### src/hdl/psu_pkg.sv
package psu_pkg;

	localparam int BOARD_SIDE = 8;
	localparam int SQUARES    = BOARD_SIDE * BOARD_SIDE;
	localparam int FIELD_W    = 6;
	localparam int COORD_W    = 3;
	localparam int OUT_COORD_W = 4;
	localparam int LEN_W      = 15;

	// Position of a byte within its group of three.
	localparam logic [1:0] PHASE_FIRST  = 2'd0;
	localparam logic [1:0] PHASE_SECOND = 2'd1;
	localparam logic [1:0] PHASE_THIRD  = 2'd2;

	// Register indexes on the configuration port.
	localparam logic REG_PATH_LENGTH = 1'b0;

	localparam logic [LEN_W-1:0] PATH_LENGTH_RESET = 15'd64;

	// One byte's worth of work: one position, or two for the third byte of a group.
	typedef struct packed {
		logic [FIELD_W-1:0] field0;
		logic               last0;
		logic               has1;
		logic [FIELD_W-1:0] field1;
		logic               last1;
	} psu_entry_t;

	localparam int ENTRY_W = $bits(psu_entry_t);

endpackage

### src/hdl/psu_front.sv
module psu_front
	import psu_pkg::*;
(
	input  logic             clk,
	input  logic             arst_n,
	input  logic [LEN_W-1:0] path_length,
	input  logic             in_valid,
	output logic             in_ready,
	input  logic [7:0]       packed_byte,
	output logic             push_valid,
	input  logic             push_ready,
	output psu_entry_t       push_entry
);

	logic [1:0]       phase_q;
	logic [7:0]       carry_q;
	logic [LEN_W-1:0] count_q;

	logic [LEN_W:0] count_plus1;
	logic [LEN_W:0] count_plus2;
	logic [LEN_W:0] length_ext;
	logic [1:0]     phase_next;
	logic           path_done;
	logic           accept;

	assign in_ready    = push_ready;
	assign push_valid  = in_valid;
	assign accept      = in_valid && push_ready;
	assign count_plus1 = {1'b0, count_q} + {{LEN_W{1'b0}}, 1'b1};
	assign count_plus2 = {1'b0, count_q} + {{(LEN_W-1){1'b0}}, 2'd2};
	assign length_ext  = {1'b0, path_length};

	always_comb begin
		push_entry.field0 = packed_byte[7:2];
		push_entry.last0  = count_plus1 >= length_ext;
		push_entry.has1   = 1'b0;
		push_entry.field1 = packed_byte[5:0];
		push_entry.last1  = 1'b0;
		phase_next        = PHASE_SECOND;
		case (phase_q)
			PHASE_SECOND: begin
				push_entry.field0 = {carry_q[1:0], packed_byte[7:4]};
				phase_next        = PHASE_THIRD;
			end
			PHASE_THIRD: begin
				push_entry.field0 = {carry_q[3:0], packed_byte[7:6]};
				push_entry.has1   = !push_entry.last0;
				push_entry.last1  = !push_entry.last0 && (count_plus2 >= length_ext);
				phase_next        = PHASE_FIRST;
			end
			default: begin
				push_entry.field0 = packed_byte[7:2];
				phase_next        = PHASE_SECOND;
			end
		endcase
		path_done = push_entry.last0 || push_entry.last1;
	end

	always_ff @(posedge clk or negedge arst_n) begin
		if (!arst_n) begin
			phase_q <= PHASE_FIRST;
			carry_q <= 8'd0;
			count_q <= '0;
		end else if (accept) begin
			if (path_done) begin
				phase_q <= PHASE_FIRST;
				carry_q <= 8'd0;
				count_q <= '0;
			end else begin
				phase_q <= phase_next;
				carry_q <= packed_byte;
				count_q <= push_entry.has1 ? count_plus2[LEN_W-1:0] : count_plus1[LEN_W-1:0];
			end
		end
	end

endmodule

### src/hdl/psu_fifo.sv
module psu_fifo
	import psu_pkg::*;
#(
	parameter int DEPTH = 2
) (
	input  logic       clk,
	input  logic       arst_n,
	input  logic       push_valid,
	output logic       push_ready,
	input  psu_entry_t push_entry,
	output logic       pop_valid,
	input  logic       pop_ready,
	output psu_entry_t pop_entry
);

	localparam int PTR_W = (DEPTH > 1) ? $clog2(DEPTH) : 1;
	localparam int CNT_W = $clog2(DEPTH + 1);
	localparam logic [PTR_W-1:0] LAST_PTR = PTR_W'(DEPTH - 1);
	localparam logic [CNT_W-1:0] FULL_CNT = CNT_W'(DEPTH);

	psu_entry_t       store_q [DEPTH];
	logic [PTR_W-1:0] wr_ptr_q;
	logic [PTR_W-1:0] rd_ptr_q;
	logic [CNT_W-1:0] count_q;
	logic             do_push;
	logic             do_pop;

	assign push_ready = count_q != FULL_CNT;
	assign pop_valid  = count_q != '0;
	assign pop_entry  = store_q[rd_ptr_q];
	assign do_push    = push_valid && push_ready;
	assign do_pop     = pop_valid && pop_ready;

	always_ff @(posedge clk) begin
		if (do_push) begin
			store_q[wr_ptr_q] <= push_entry;
		end
	end

	always_ff @(posedge clk or negedge arst_n) begin
		if (!arst_n) begin
			wr_ptr_q <= '0;
			rd_ptr_q <= '0;
			count_q  <= '0;
		end else begin
			if (do_push) begin
				wr_ptr_q <= (wr_ptr_q == LAST_PTR) ? '0 : wr_ptr_q + PTR_W'(1);
			end
			if (do_pop) begin
				rd_ptr_q <= (rd_ptr_q == LAST_PTR) ? '0 : rd_ptr_q + PTR_W'(1);
			end
			if (do_push && !do_pop) begin
				count_q <= count_q + CNT_W'(1);
			end else if (do_pop && !do_push) begin
				count_q <= count_q - CNT_W'(1);
			end
		end
	end

endmodule

### src/hdl/psu_back.sv
module psu_back
	import psu_pkg::*;
(
	input  logic                   clk,
	input  logic                   arst_n,
	input  logic                   pop_valid,
	output logic                   pop_ready,
	input  psu_entry_t             pop_entry,
	output logic                   out_valid,
	input  logic                   out_ready,
	output logic [OUT_COORD_W-1:0] square_row,
	output logic [OUT_COORD_W-1:0] square_col,
	output logic                   path_end,
	output logic                   board_covered
);

	logic                   out_valid_q;
	logic [OUT_COORD_W-1:0] row_q;
	logic [OUT_COORD_W-1:0] col_q;
	logic                   end_q;
	logic                   covered_q;
	logic                   sel_q;
	logic [SQUARES-1:0]     map_q;

	logic [FIELD_W-1:0] field;
	logic               last;
	logic [SQUARES-1:0] map_next;
	logic               load;

	assign field     = sel_q ? pop_entry.field1 : pop_entry.field0;
	assign last      = sel_q ? pop_entry.last1 : pop_entry.last0;
	// The six-bit field is row * 8 + column, so it indexes the map directly.
	assign map_next  = map_q | ({{(SQUARES-1){1'b0}}, 1'b1} << field);
	assign load      = pop_valid && (!out_valid_q || out_ready);
	assign pop_ready = load && (sel_q || !pop_entry.has1);

	assign out_valid     = out_valid_q;
	assign square_row    = row_q;
	assign square_col    = col_q;
	assign path_end      = end_q;
	assign board_covered = covered_q;

	always_ff @(posedge clk) begin
		if (load) begin
			row_q     <= {1'b0, field[FIELD_W-1:COORD_W]} + OUT_COORD_W'(1);
			col_q     <= {1'b0, field[COORD_W-1:0]} + OUT_COORD_W'(1);
			end_q     <= last;
			covered_q <= last && (&map_next);
		end
	end

	always_ff @(posedge clk or negedge arst_n) begin
		if (!arst_n) begin
			out_valid_q <= 1'b0;
			sel_q       <= 1'b0;
			map_q       <= '0;
		end else begin
			if (load) begin
				out_valid_q <= 1'b1;
				sel_q       <= sel_q ? 1'b0 : pop_entry.has1;
				map_q       <= last ? '0 : map_next;
			end else if (out_ready) begin
				out_valid_q <= 1'b0;
			end
		end
	end

endmodule

### src/hdl/packed_square_unpacker_with_coverage_core.sv
// An accepted byte is written into the queue, and its first position then passes into the
// back end's output register, which drives out_valid.
// Throughput: one byte per cycle until the queue fills; the third byte of a group may give two
// positions, which leave the single result register one after the other.
// Reset: arst_n clears the byte phase, count, visited map, queue and output valid at once,
// and sets path_length to 64.
module packed_square_unpacker_with_coverage_core
	import psu_pkg::*;
#(
	parameter int QUEUE_DEPTH = 2
) (
	input  logic                   clk,
	input  logic                   arst_n,
	input  logic                   psel,
	input  logic                   penable,
	input  logic                   pwrite,
	input  logic [2:0]             paddr,
	input  logic [31:0]            pwdata,
	output logic [31:0]            prdata,
	output logic                   pready,
	input  logic                   in_valid,
	output logic                   in_ready,
	input  logic [7:0]             packed_byte,
	output logic                   out_valid,
	input  logic                   out_ready,
	output logic [OUT_COORD_W-1:0] square_row,
	output logic [OUT_COORD_W-1:0] square_col,
	output logic                   path_end,
	output logic                   board_covered
);

	// The single register sits at byte address zero. Bit two of the address picks the
	// register index; writes to the empty upper word are ignored and it reads as zero.
	logic [LEN_W-1:0] path_length_q;
	logic             reg_write;

	assign pready    = 1'b1;
	assign reg_write = psel && penable && pwrite && (paddr[2] == REG_PATH_LENGTH);
	assign prdata    = (paddr[2] == REG_PATH_LENGTH) ?
		{{(32-LEN_W){1'b0}}, path_length_q} : 32'd0;

	always_ff @(posedge clk or negedge arst_n) begin
		if (!arst_n) begin
			path_length_q <= PATH_LENGTH_RESET;
		end else if (reg_write) begin
			path_length_q <= pwdata[LEN_W-1:0];
		end
	end

	// The front end unpacks each byte into one or two six-bit positions and decides,
	// from its own position count, which of them closes the path. Doing the count here
	// means the byte phase can restart on the very next byte without waiting on the
	// back end. A path-ending third position suppresses the fourth of its group.
	psu_entry_t push_entry;
	psu_entry_t pop_entry;
	logic       push_valid;
	logic       push_ready;
	logic       pop_valid;
	logic       pop_ready;

	psu_front u_front (
		.clk         (clk),
		.arst_n      (arst_n),
		.path_length (path_length_q),
		.in_valid    (in_valid),
		.in_ready    (in_ready),
		.packed_byte (packed_byte),
		.push_valid  (push_valid),
		.push_ready  (push_ready),
		.push_entry  (push_entry)
	);

	// A short queue decouples the two halves, so a stalled result port does not stop
	// bytes from being taken until the queue itself has filled.
	psu_fifo #(
		.DEPTH (QUEUE_DEPTH)
	) u_fifo (
		.clk        (clk),
		.arst_n     (arst_n),
		.push_valid (push_valid),
		.push_ready (push_ready),
		.push_entry (push_entry),
		.pop_valid  (pop_valid),
		.pop_ready  (pop_ready),
		.pop_entry  (pop_entry)
	);

	// The back end issues the positions through its output register, one per cycle while
	// out_ready allows, keeps the visited map and raises board_covered on the last position
	// when every square has been marked. The map is cleared as the last position is issued.
	psu_back u_back (
		.clk           (clk),
		.arst_n        (arst_n),
		.pop_valid     (pop_valid),
		.pop_ready     (pop_ready),
		.pop_entry     (pop_entry),
		.out_valid     (out_valid),
		.out_ready     (out_ready),
		.square_row    (square_row),
		.square_col    (square_col),
		.path_end      (path_end),
		.board_covered (board_covered)
	);

endmodule

### config.mk
export PLATFORM = sky130hd
export DESIGN_NAME = packed_square_unpacker_with_coverage_core
export DESIGN_NICKNAME = d
export VERILOG_FILES = /design/src/hdl/psu_pkg.sv /design/src/hdl/psu_front.sv /design/src/hdl/psu_fifo.sv /design/src/hdl/psu_back.sv /design/src/hdl/packed_square_unpacker_with_coverage_core.sv
export SDC_FILE = /design/constraint.sdc
export NUM_CORES = 1
export LEC_CHECK = 0
export BUFFER_PORTS_ARGS = -buffer_cell sky130_fd_sc_hd__clkbuf_2
export CAP_MARGIN = 40
export CORE_ASPECT_RATIO = 1.2
export CORE_UTILIZATION = 50
export DETAILED_ROUTE_END_ITERATION = 8
export GPL_TIMING_DRIVEN = 0
export PLACE_DENSITY_LB_ADDON = 0.05
export SLEW_MARGIN = 20
export SYNTH_ARGS = -nofsm -noshare
export SYNTH_HDL_FRONTEND = slang
export SYNTH_SLANG_ARGS = --single-unit
### constraint.sdc
create_clock -name clk -period 5.4 [get_ports clk]
set_input_delay 0.27 -clock clk [delete_from_list [all_inputs] [get_ports clk]]
set_output_delay 0.27 -clock clk [all_outputs]
set_load 0.02 [all_outputs]
==> flow_metrics.tcl, run 1 <==
set metrics [dict create \
    synth-async-reset-ratio_pct 72.6 \
    start_util_pct 51.1 \
    critPathCaptureType "flop" \
    synthesis.area_um2 7920 \
    vias_per_cell 5.94 \
    antenna_found_initial 0 \
    sequentialPowerShare_pct 32.8 \
    slew_headroom_pct 43.7 \
    total_power_uw 5220 \
    antenna_cells 0 \
    fill_cells 1374 \
    slowest_stage "nor3_1" \
    dp_slack_ns 0.615 \
    cts_tree "built" \
    internal_power_uw 3060 \
    ioPinCount 95 \
    seq_area_frac_synth_pct 48.7 \
    yosysWarningCount 0 \
    hpwl_um 14800 \
    hold_viol_final 0 \
    syn-mean-instance-area_um2 10.9 \
    synth_top_family_by_area "compound AO/OA/AOI/OAI gates" \
    status "complete, no violations" \
    grt_max_degree 83 \
    cts_sinks 146 \
    dr.pass1.iters 5 \
    hold_path.class "input port to flop" \
    crit_path_max_incr_delay_ns 0.70 \
    cts_buffers 17 \
    final_layout_size_suffix_gt1_share_pct 19.5 \
    rows 50 \
    ir_drop_uv 291 \
    p_comb_share_pct 43.3 \
    synthFlopType "dfrtp_1" \
    drtAntennaViolNets 0 \
    rsz0062_at_grt "no" \
    p_leak_uw 0.00419 \
    clock_power_share_pct 23.9 \
    fp.dieW_um 117 \
    ys_types 63 \
    synthTopCellsByArea "dfrtp_1, edfxtp_1, a22o_1" \
    crit_type "flop to flop" \
    yosys.area_share.xor_xnor_pct 3.43 \
    fin_skew_ns 0.00821 \
    die_h_um 140 \
    crit_arrival_ns 5.10 \
    setup_viol 0 \
    max_freq_ghz 0.209 \
    synth-simple-area-share_pct 11.2 \
    h-tree-depth 4 \
    swShare_pct 41.3 \
    clk_latency_ns 0.43 \
    synthToLayoutAreaGrowth_pct 16.4 \
    ys_seq_elements 146 \
    routedWlPerCell_um 19.9 \
    crit_path_max_fanout 11 \
    yosys-mux-area-fraction_pct 5.31 \
    grt_usage_pct 27.1 \
    grt_pass1_vias 6393 \
    cts.clk_slew.worst_paths_ns 0.06 \
    clockBufferDepth 2 \
    grt_pass1_wl_um 33300 \
    startpoint_type "flop" \
    worst_pin_slew_ns 0.838 \
    die_area_um2 16400 \
    required_ns 5.71 \
    gp_congestion 0.939 \
    port_buffers 57 \
    synth_edf_count 40 \
    synth_area_leader_cell "dfrtp_1" \
    finalCriticalPeriod_ns 4.79 \
    core-area_um2 15500 \
    crit_chain "ha_1 -> buf_2 -> nand3_1 -> nor3_1 -> and3_1 -> nand2_1 -> xnor2_1 -> ha_1 -> a21o_1 -> a21oi_1 -> o2111ai_1 -> nor2_1 -> buf_2 -> o21ai_0 -> a21oi_1 -> o22ai_1" \
    synthAdderAreaFrac_pct 6.63 \
    synthCells 725 \
    fin_nets 913 \
    vias 6193 \
    synth_top_area_share_pct 33.2 \
    gr-total-overflow 0 \
    drv_cap 0 \
    fin_ws_ns 0.612 \
    drt_iter0_drc 503 \
    slew_violations 0 \
    synth_compound_area_share_pct 18.8 \
    p_switching_uw 2150 \
    drc 0 \
    tns_ns 0 \
    power.density_nw_per_um2 566 \
    cts_root_buf "clkbuf_16" \
    routed_wl_um 20700 \
    timing.final.crit_share_pct 88.7 \
]
logic make-up after synthesis:
kind of cell,count (synthesis)
fa+ha+maj,42
other cells,2
xor+xnor,31
buf+inv,94
compound gates,206
flops,146
simple gates,172
mux,32
registers in the layout (all words and copies together), names as in the netlist, 4 cells and up:
name,flops
u_back.map_q,64
u_fifo.store_q,30
u_front.count_q,15
u_back.square_col,4
path_length_q,15
u_back.square_row,4
u_front.carry_q,4
placed cells by master (no fill, tap or decap), types with 9 or more instances in the layout:
cell / count
dfrtp_1: 105
a22o_1: 66
clkbuf_2: 56
nand2_1: 42
nor2_1: 42
ha_1: 42
edfxtp_1: 40
a21oi_1: 38
inv_1: 32
clkbuf_1: 27
o21ai_0: 24
xnor2_1: 23
nand3_1: 21
buf_4: 19
a21o_1: 19
conb_1: 18
mux2_2: 17
clkbuf_16: 17
buf_2: 12
a32oi_1: 12
nor3_1: 10
mux2i_1: 9
power groups by stage:
stage	Combinational, uW	Clock, uW	Sequential [uW]
floorplan	1490	0	1720
global placement	2160	0	1710
detailed placement	2220	0	1720
CTS	2230	1260	1710
global route	2430	1310	1740
finish	2260	1250	1710
final timing paths:
check                                   start                  end  slack, ns  cells after the start
max in group asynchronous              arst_n     path_length_q[6]       4.41                      3
hold reg to reg            u_front.carry_q[3]   u_front.carry_q[3]       0.49                      2
hold / removal                      out_ready     u_back.out_valid       0.04                      2
min in group asynchronous              arst_n     u_back.map_q[23]       0.28                      2
setup reg to reg           u_front.count_q[1]  u_front.count_q[11]       0.61                     16
setup / recovery           u_front.count_q[1]  u_front.count_q[11]       0.61                     16
through the flow:
step           hold WS, ns  instance area (um^2)  std cells  util (%)
3_5_place_dp         0.167                  8580       1008      55.3
3_3_place_gp         0.469                  8530       1006      55.0
2_1_floorplan      -0.0256                  7980        741         -
4_1_cts             0.0345                  9210       1041      59.4
5_1_grt             0.0610                  9220       1042      59.4
6_report            0.0391                  9220       1042      59.4
worst max-delay path: cells and delay by family (launching register included):
kind,cells,cell delay [ns]
adder cells (fa/ha/maj),2,0.46
flip-flops,1,0.47
AND/OR/NAND/NOR,5,1.84
XOR/XNOR,1,0.19
buffers and inverters,2,0.58
AO/OA/AOI/OAI,6,1.13
area by class of cell:
cell class	instances	area, um^2	share of cell area, %
multi-input combinational	501	3670	39.8
sequential	146	3850	41.8
buffer	61	338	3.66
inverter	33	124	1.34
timing repair buffer	61	354	3.84
clock inverter	13	184	1.99
clock buffer	19	433	4.70
tap	208	260	2.82
cells in the mapped netlist, types with 3 or more instances:
| cell | count |
|---|---|
| a211oi_1 | 3 |
| a21boi_0 | 3 |
| a21o_1 | 19 |
| a21oi_1 | 39 |
| a22o_1 | 66 |
| a22oi_1 | 6 |
| a31oi_1 | 7 |
| a32oi_1 | 12 |
| a41oi_1 | 3 |
| and2_1 | 8 |
| and3_1 | 6 |
| buf_2 | 12 |
| buf_4 | 19 |
| buf_6 | 3 |
| clkbuf_1 | 25 |
| dfrtp_1 | 105 |
| edfxtp_1 | 40 |
| ha_1 | 42 |
| inv_1 | 32 |
| mux2_2 | 17 |
| mux2i_1 | 9 |
| mux4_2 | 5 |
| nand2_1 | 42 |
| nand2b_1 | 3 |
| nand3_1 | 21 |
| nand4_1 | 6 |
| nor2_1 | 43 |
| nor2b_1 | 5 |
| nor3_1 | 10 |
| nor4_1 | 8 |
| o21ai_0 | 24 |
| o22ai_1 | 7 |
| o31ai_1 | 5 |
| or3_1 | 3 |
| xnor2_1 | 23 |
| xor2_1 | 8 |
layer usage:
metal  routed length (um)  vias up  GRT usage [%]
met1                 8080     3065           31.6
met5                    0        -              0
met3                  919       69           4.80
li1                     -     2847              -
met2                10800      212           46.5
met4                  983        0           15.1
timing repair:
action / 4_1_cts / 5_1_grt
gates resized for setup: 0 / 0
hold buffers: 1 / 0
setup buffers: 0 / 0
hold endpoints to repair: 24 / 0
Power figures use the tool's default switching activity.
==> run 2, diff against run 1 <==
--- a/config.mk
+++ b/config.mk
@@ -5,6 +5,7 @@
 export SDC_FILE = /design/constraint.sdc
 export NUM_CORES = 1
 export LEC_CHECK = 0
+export ABC_AREA = 1
 export BUFFER_PORTS_ARGS = -buffer_cell sky130_fd_sc_hd__clkbuf_2
 export CAP_MARGIN = 40
 export CORE_ASPECT_RATIO = 1.2
==> run 2 against run 1 <==
Sequential power fell by 6%. Flip-flop and latch count unchanged. Sequential share of layout area fell by 3.3 points. Design area increased by 8.5%. Count of clock-buffer cells in the layout is 2 lower. Synthesized area up 11%. First-iteration DRC count shrank 2.0%. Register-to-register slack better by 1.1 ns. Critical path type unchanged.
==> flow_metrics.tcl, run 2 <==
set metrics [dict create \
    hpwl_um 16600 \
    rsz0062_at_grt "no" \
    synth_edf_count 40 \
    sequentialPowerShare_pct 29.1 \
    slew_headroom_pct 46.1 \
    cts_root_buf "clkbuf_16" \
    dp_slack_ns 1.69 \
    cts_buffers 17 \
    antenna_cells 0 \
    swShare_pct 47.6 \
    slowest_stage "nor3_1" \
    gp_congestion 0.904 \
    ys_types 46 \
    clock_power_share_pct 20.5 \
    ioPinCount 95 \
    die_area_um2 18100 \
    required_ns 5.61 \
    final_cell_mix "nand2_1, inv_1, dfrtp_1, nor2_1, nand3_1" \
    synth_compound_area_share_pct 11.2 \
    rows 52 \
    synthesis.area_um2 8770 \
    hold_path.class "input port to flop" \
    drc 0 \
    synth_top_area_share_pct 30.0 \
    final_layout_size_suffix_gt1_share_pct 14.1 \
    fp.dieW_um 123 \
    grt_usage_pct 26.7 \
    cts_tree "built" \
    setup_viol 0 \
    worst_pin_slew_ns 0.809 \
    cts.clk_slew.worst_paths_ns 0.06 \
    finalCriticalPeriod_ns 3.70 \
    p_leak_uw 0.00484 \
    fin_ws_ns 1.70 \
    timing.final.crit_share_pct 68.5 \
    antenna_found_initial 0 \
    routedWlPerCell_um 16.2 \
    placedCellCount 1377 \
    synth_top_family_by_area "simple AND/OR/NAND/NOR gates" \
    port_buffers 56 \
    power.density_nw_per_um2 551 \
    grt_pass1_vias 7132 \
    yosysWarningCount 0 \
    crit_arrival_ns 3.91 \
    p_comb_share_pct 50.4 \
    synthToLayoutAreaGrowth_pct 14.1 \
    drt_iter0_drc 493 \
    top_register "u_back.map_q" \
    instances_no_fill 1411 \
    synthFlopType "dfrtp_1" \
    drv_cap 0 \
    die_h_um 147 \
    hold_viol_final 0 \
    startpoint_type "flop" \
    p_switching_uw 2620 \
    crit_path_max_incr_delay_ns 0.59 \
    max_freq_ghz 0.270 \
    vias_per_cell 5.27 \
    reg.largest.list "u_back.map_q (64), u_fifo.store_q (30)" \
    core-area_um2 17000 \
    ir_drop_uv 262 \
    cp_common_cell "nand2_1" \
    cts_sinks 146 \
    fin_nets 1274 \
    slew_violations 0 \
    crit_path_max_fanout 10 \
    routed_wl_um 22800 \
    synth-async-reset-ratio_pct 72.6 \
    synth_area_leader_cell "dfrtp_1" \
    synth_commonest_cells "nand2_1, inv_1, dfrtp_1" \
    crit_type "flop to flop" \
    post_cts_buffers 0 \
    yosysMostFrequentCell "nand2_1" \
    synthTopCellsByArea "dfrtp_1, edfxtp_1, nand2_1" \
    r2r_setup_slack_ns 1.70 \
    tns_ns 0 \
    seq_area_frac_synth_pct 44.0 \
    dr.pass1.iters 7 \
    clockBufferDepth 2 \
    clk_latency_ns 0.43 \
    fin_skew_ns 0.0111 \
    yosys-mux-area-fraction_pct 0 \
    ys_seq_elements 146 \
    start_util_pct 51.6 \
    gr-total-overflow 0 \
    grt_max_degree 85 \
    synth-simple-area-share_pct 25.8 \
    layout_commonest_cell "nand2_1" \
    syn-mean-instance-area_um2 8.06 \
    critPathCaptureType "flop" \
    vias 7436 \
    drtAntennaViolNets 0 \
    status "complete, no violations" \
    largest_reg_flops 64 \
    grt_pass1_wl_um 36300 \
    crit_chain "ha_1 -> nand2_1 -> nor3_1 -> nand2_1 -> xor2_1 -> inv_1 -> ha_1 -> a21o_1 -> a21oi_1 -> nand2_1 -> a21oi_1 -> buf_4 -> nand3_4 -> buf_6 -> a31oi_1" \
    h-tree-depth 4 \
    synthAdderAreaFrac_pct 5.99 \
    internal_power_uw 2890 \
    synthCells 1088 \
    yosys.area_share.xor_xnor_pct 2.30 \
]
[run 2: cell types whose count changed in the layout (fill, tap and decap cells not counted), sizes merged, moves of 38 or more]
cell | previous run | this run
nand2 | 42 | 290
inv | 35 | 142
a22o | 66 | 0
nor2 | 47 | 97
nand3 | 21 | 67
nand4 | 6 | 44
[run 2: final timing paths]
check / cells past startpoint / start / to
setup / recovery: 15 / u_front.count_q[1] / u_fifo.store_q[0][0]
hold / removal: 1 / packed_byte[1] / u_fifo.store_q[1][2]
setup reg to reg: 15 / u_front.count_q[1] / u_fifo.store_q[0][0]
hold reg to reg: 1 / u_fifo.count_q[0] / u_fifo.count_q[0]
max in group asynchronous: 3 / arst_n / u_back.map_q[37]
min in group asynchronous: 2 / arst_n / u_back.map_q[39]
[run 2: final cells by class]
class | instances | area [um^2]
clock buffers | 17 | 425
inverters | 139 | 524
fillers | 1593 | 6980
multi-input cells | 748 | 4050
well taps | 216 | 270
clock inverters | 15 | 133
plain buffers | 71 | 408
repair buffers | 59 | 338
flip-flops and latches | 146 | 3850
[run 2: cells by family after synthesis]
| family | count (synthesis) |
|---|---|
| other | 2 |
| AO/OA/AOI/OAI | 152 |
| buffers and inverters | 210 |
| AND/OR/NAND/NOR | 513 |
| adder cells (fa/ha/maj) | 42 |
| flip-flops | 146 |
| XOR/XNOR | 23 |
[run 2: worst max-delay path, delay by kind of cell, from the launching register on]
family / cells / cell delay (ns)
compound gates: 4 / 0.80
xor+xnor: 1 / 0.29
fa+ha+maj: 2 / 0.38
buf+inv: 3 / 0.52
flops: 1 / 0.46
simple gates: 5 / 1.04
[run 2: repair_timing]
action / in CTS / in global routing
resized for setup: 0 / 0
hold endpoints to repair: 22 / 0
hold buffers: 1 / 0
[run 2: stage by stage]
stage	area, um^2	hold slack (ns)	power, uW	util, %
finish	10000	0.0530	5510	58.9
global route	10000	0.0448	5870	58.9
CTS	9990	0.0473	5510	58.8
detailed placement	9430	0.168	4370	55.5
global placement	9380	0.463	4330	55.2
floorplan	8830	-0.0256	3500	-
[run 2: power groups by stage]
stage                     Combinational (uW)  Clock, uW  Sequential, uW
final                                   2780       1130            1610
after global routing                    3040       1190            1640
after CTS                               2760       1140            1610
after detailed placement                2750          0            1630
after global placement                  2710          0            1620
after floorplan                         1850          0            1650
[run 2: per-layer routing]
metal | global-route usage, % | wire length (um)
met1 | 31.4 | 9380
met2 | 47.1 | 11800
met3 | 4.08 | 822
met4 | 12.4 | 769
met5 | 0 | 0
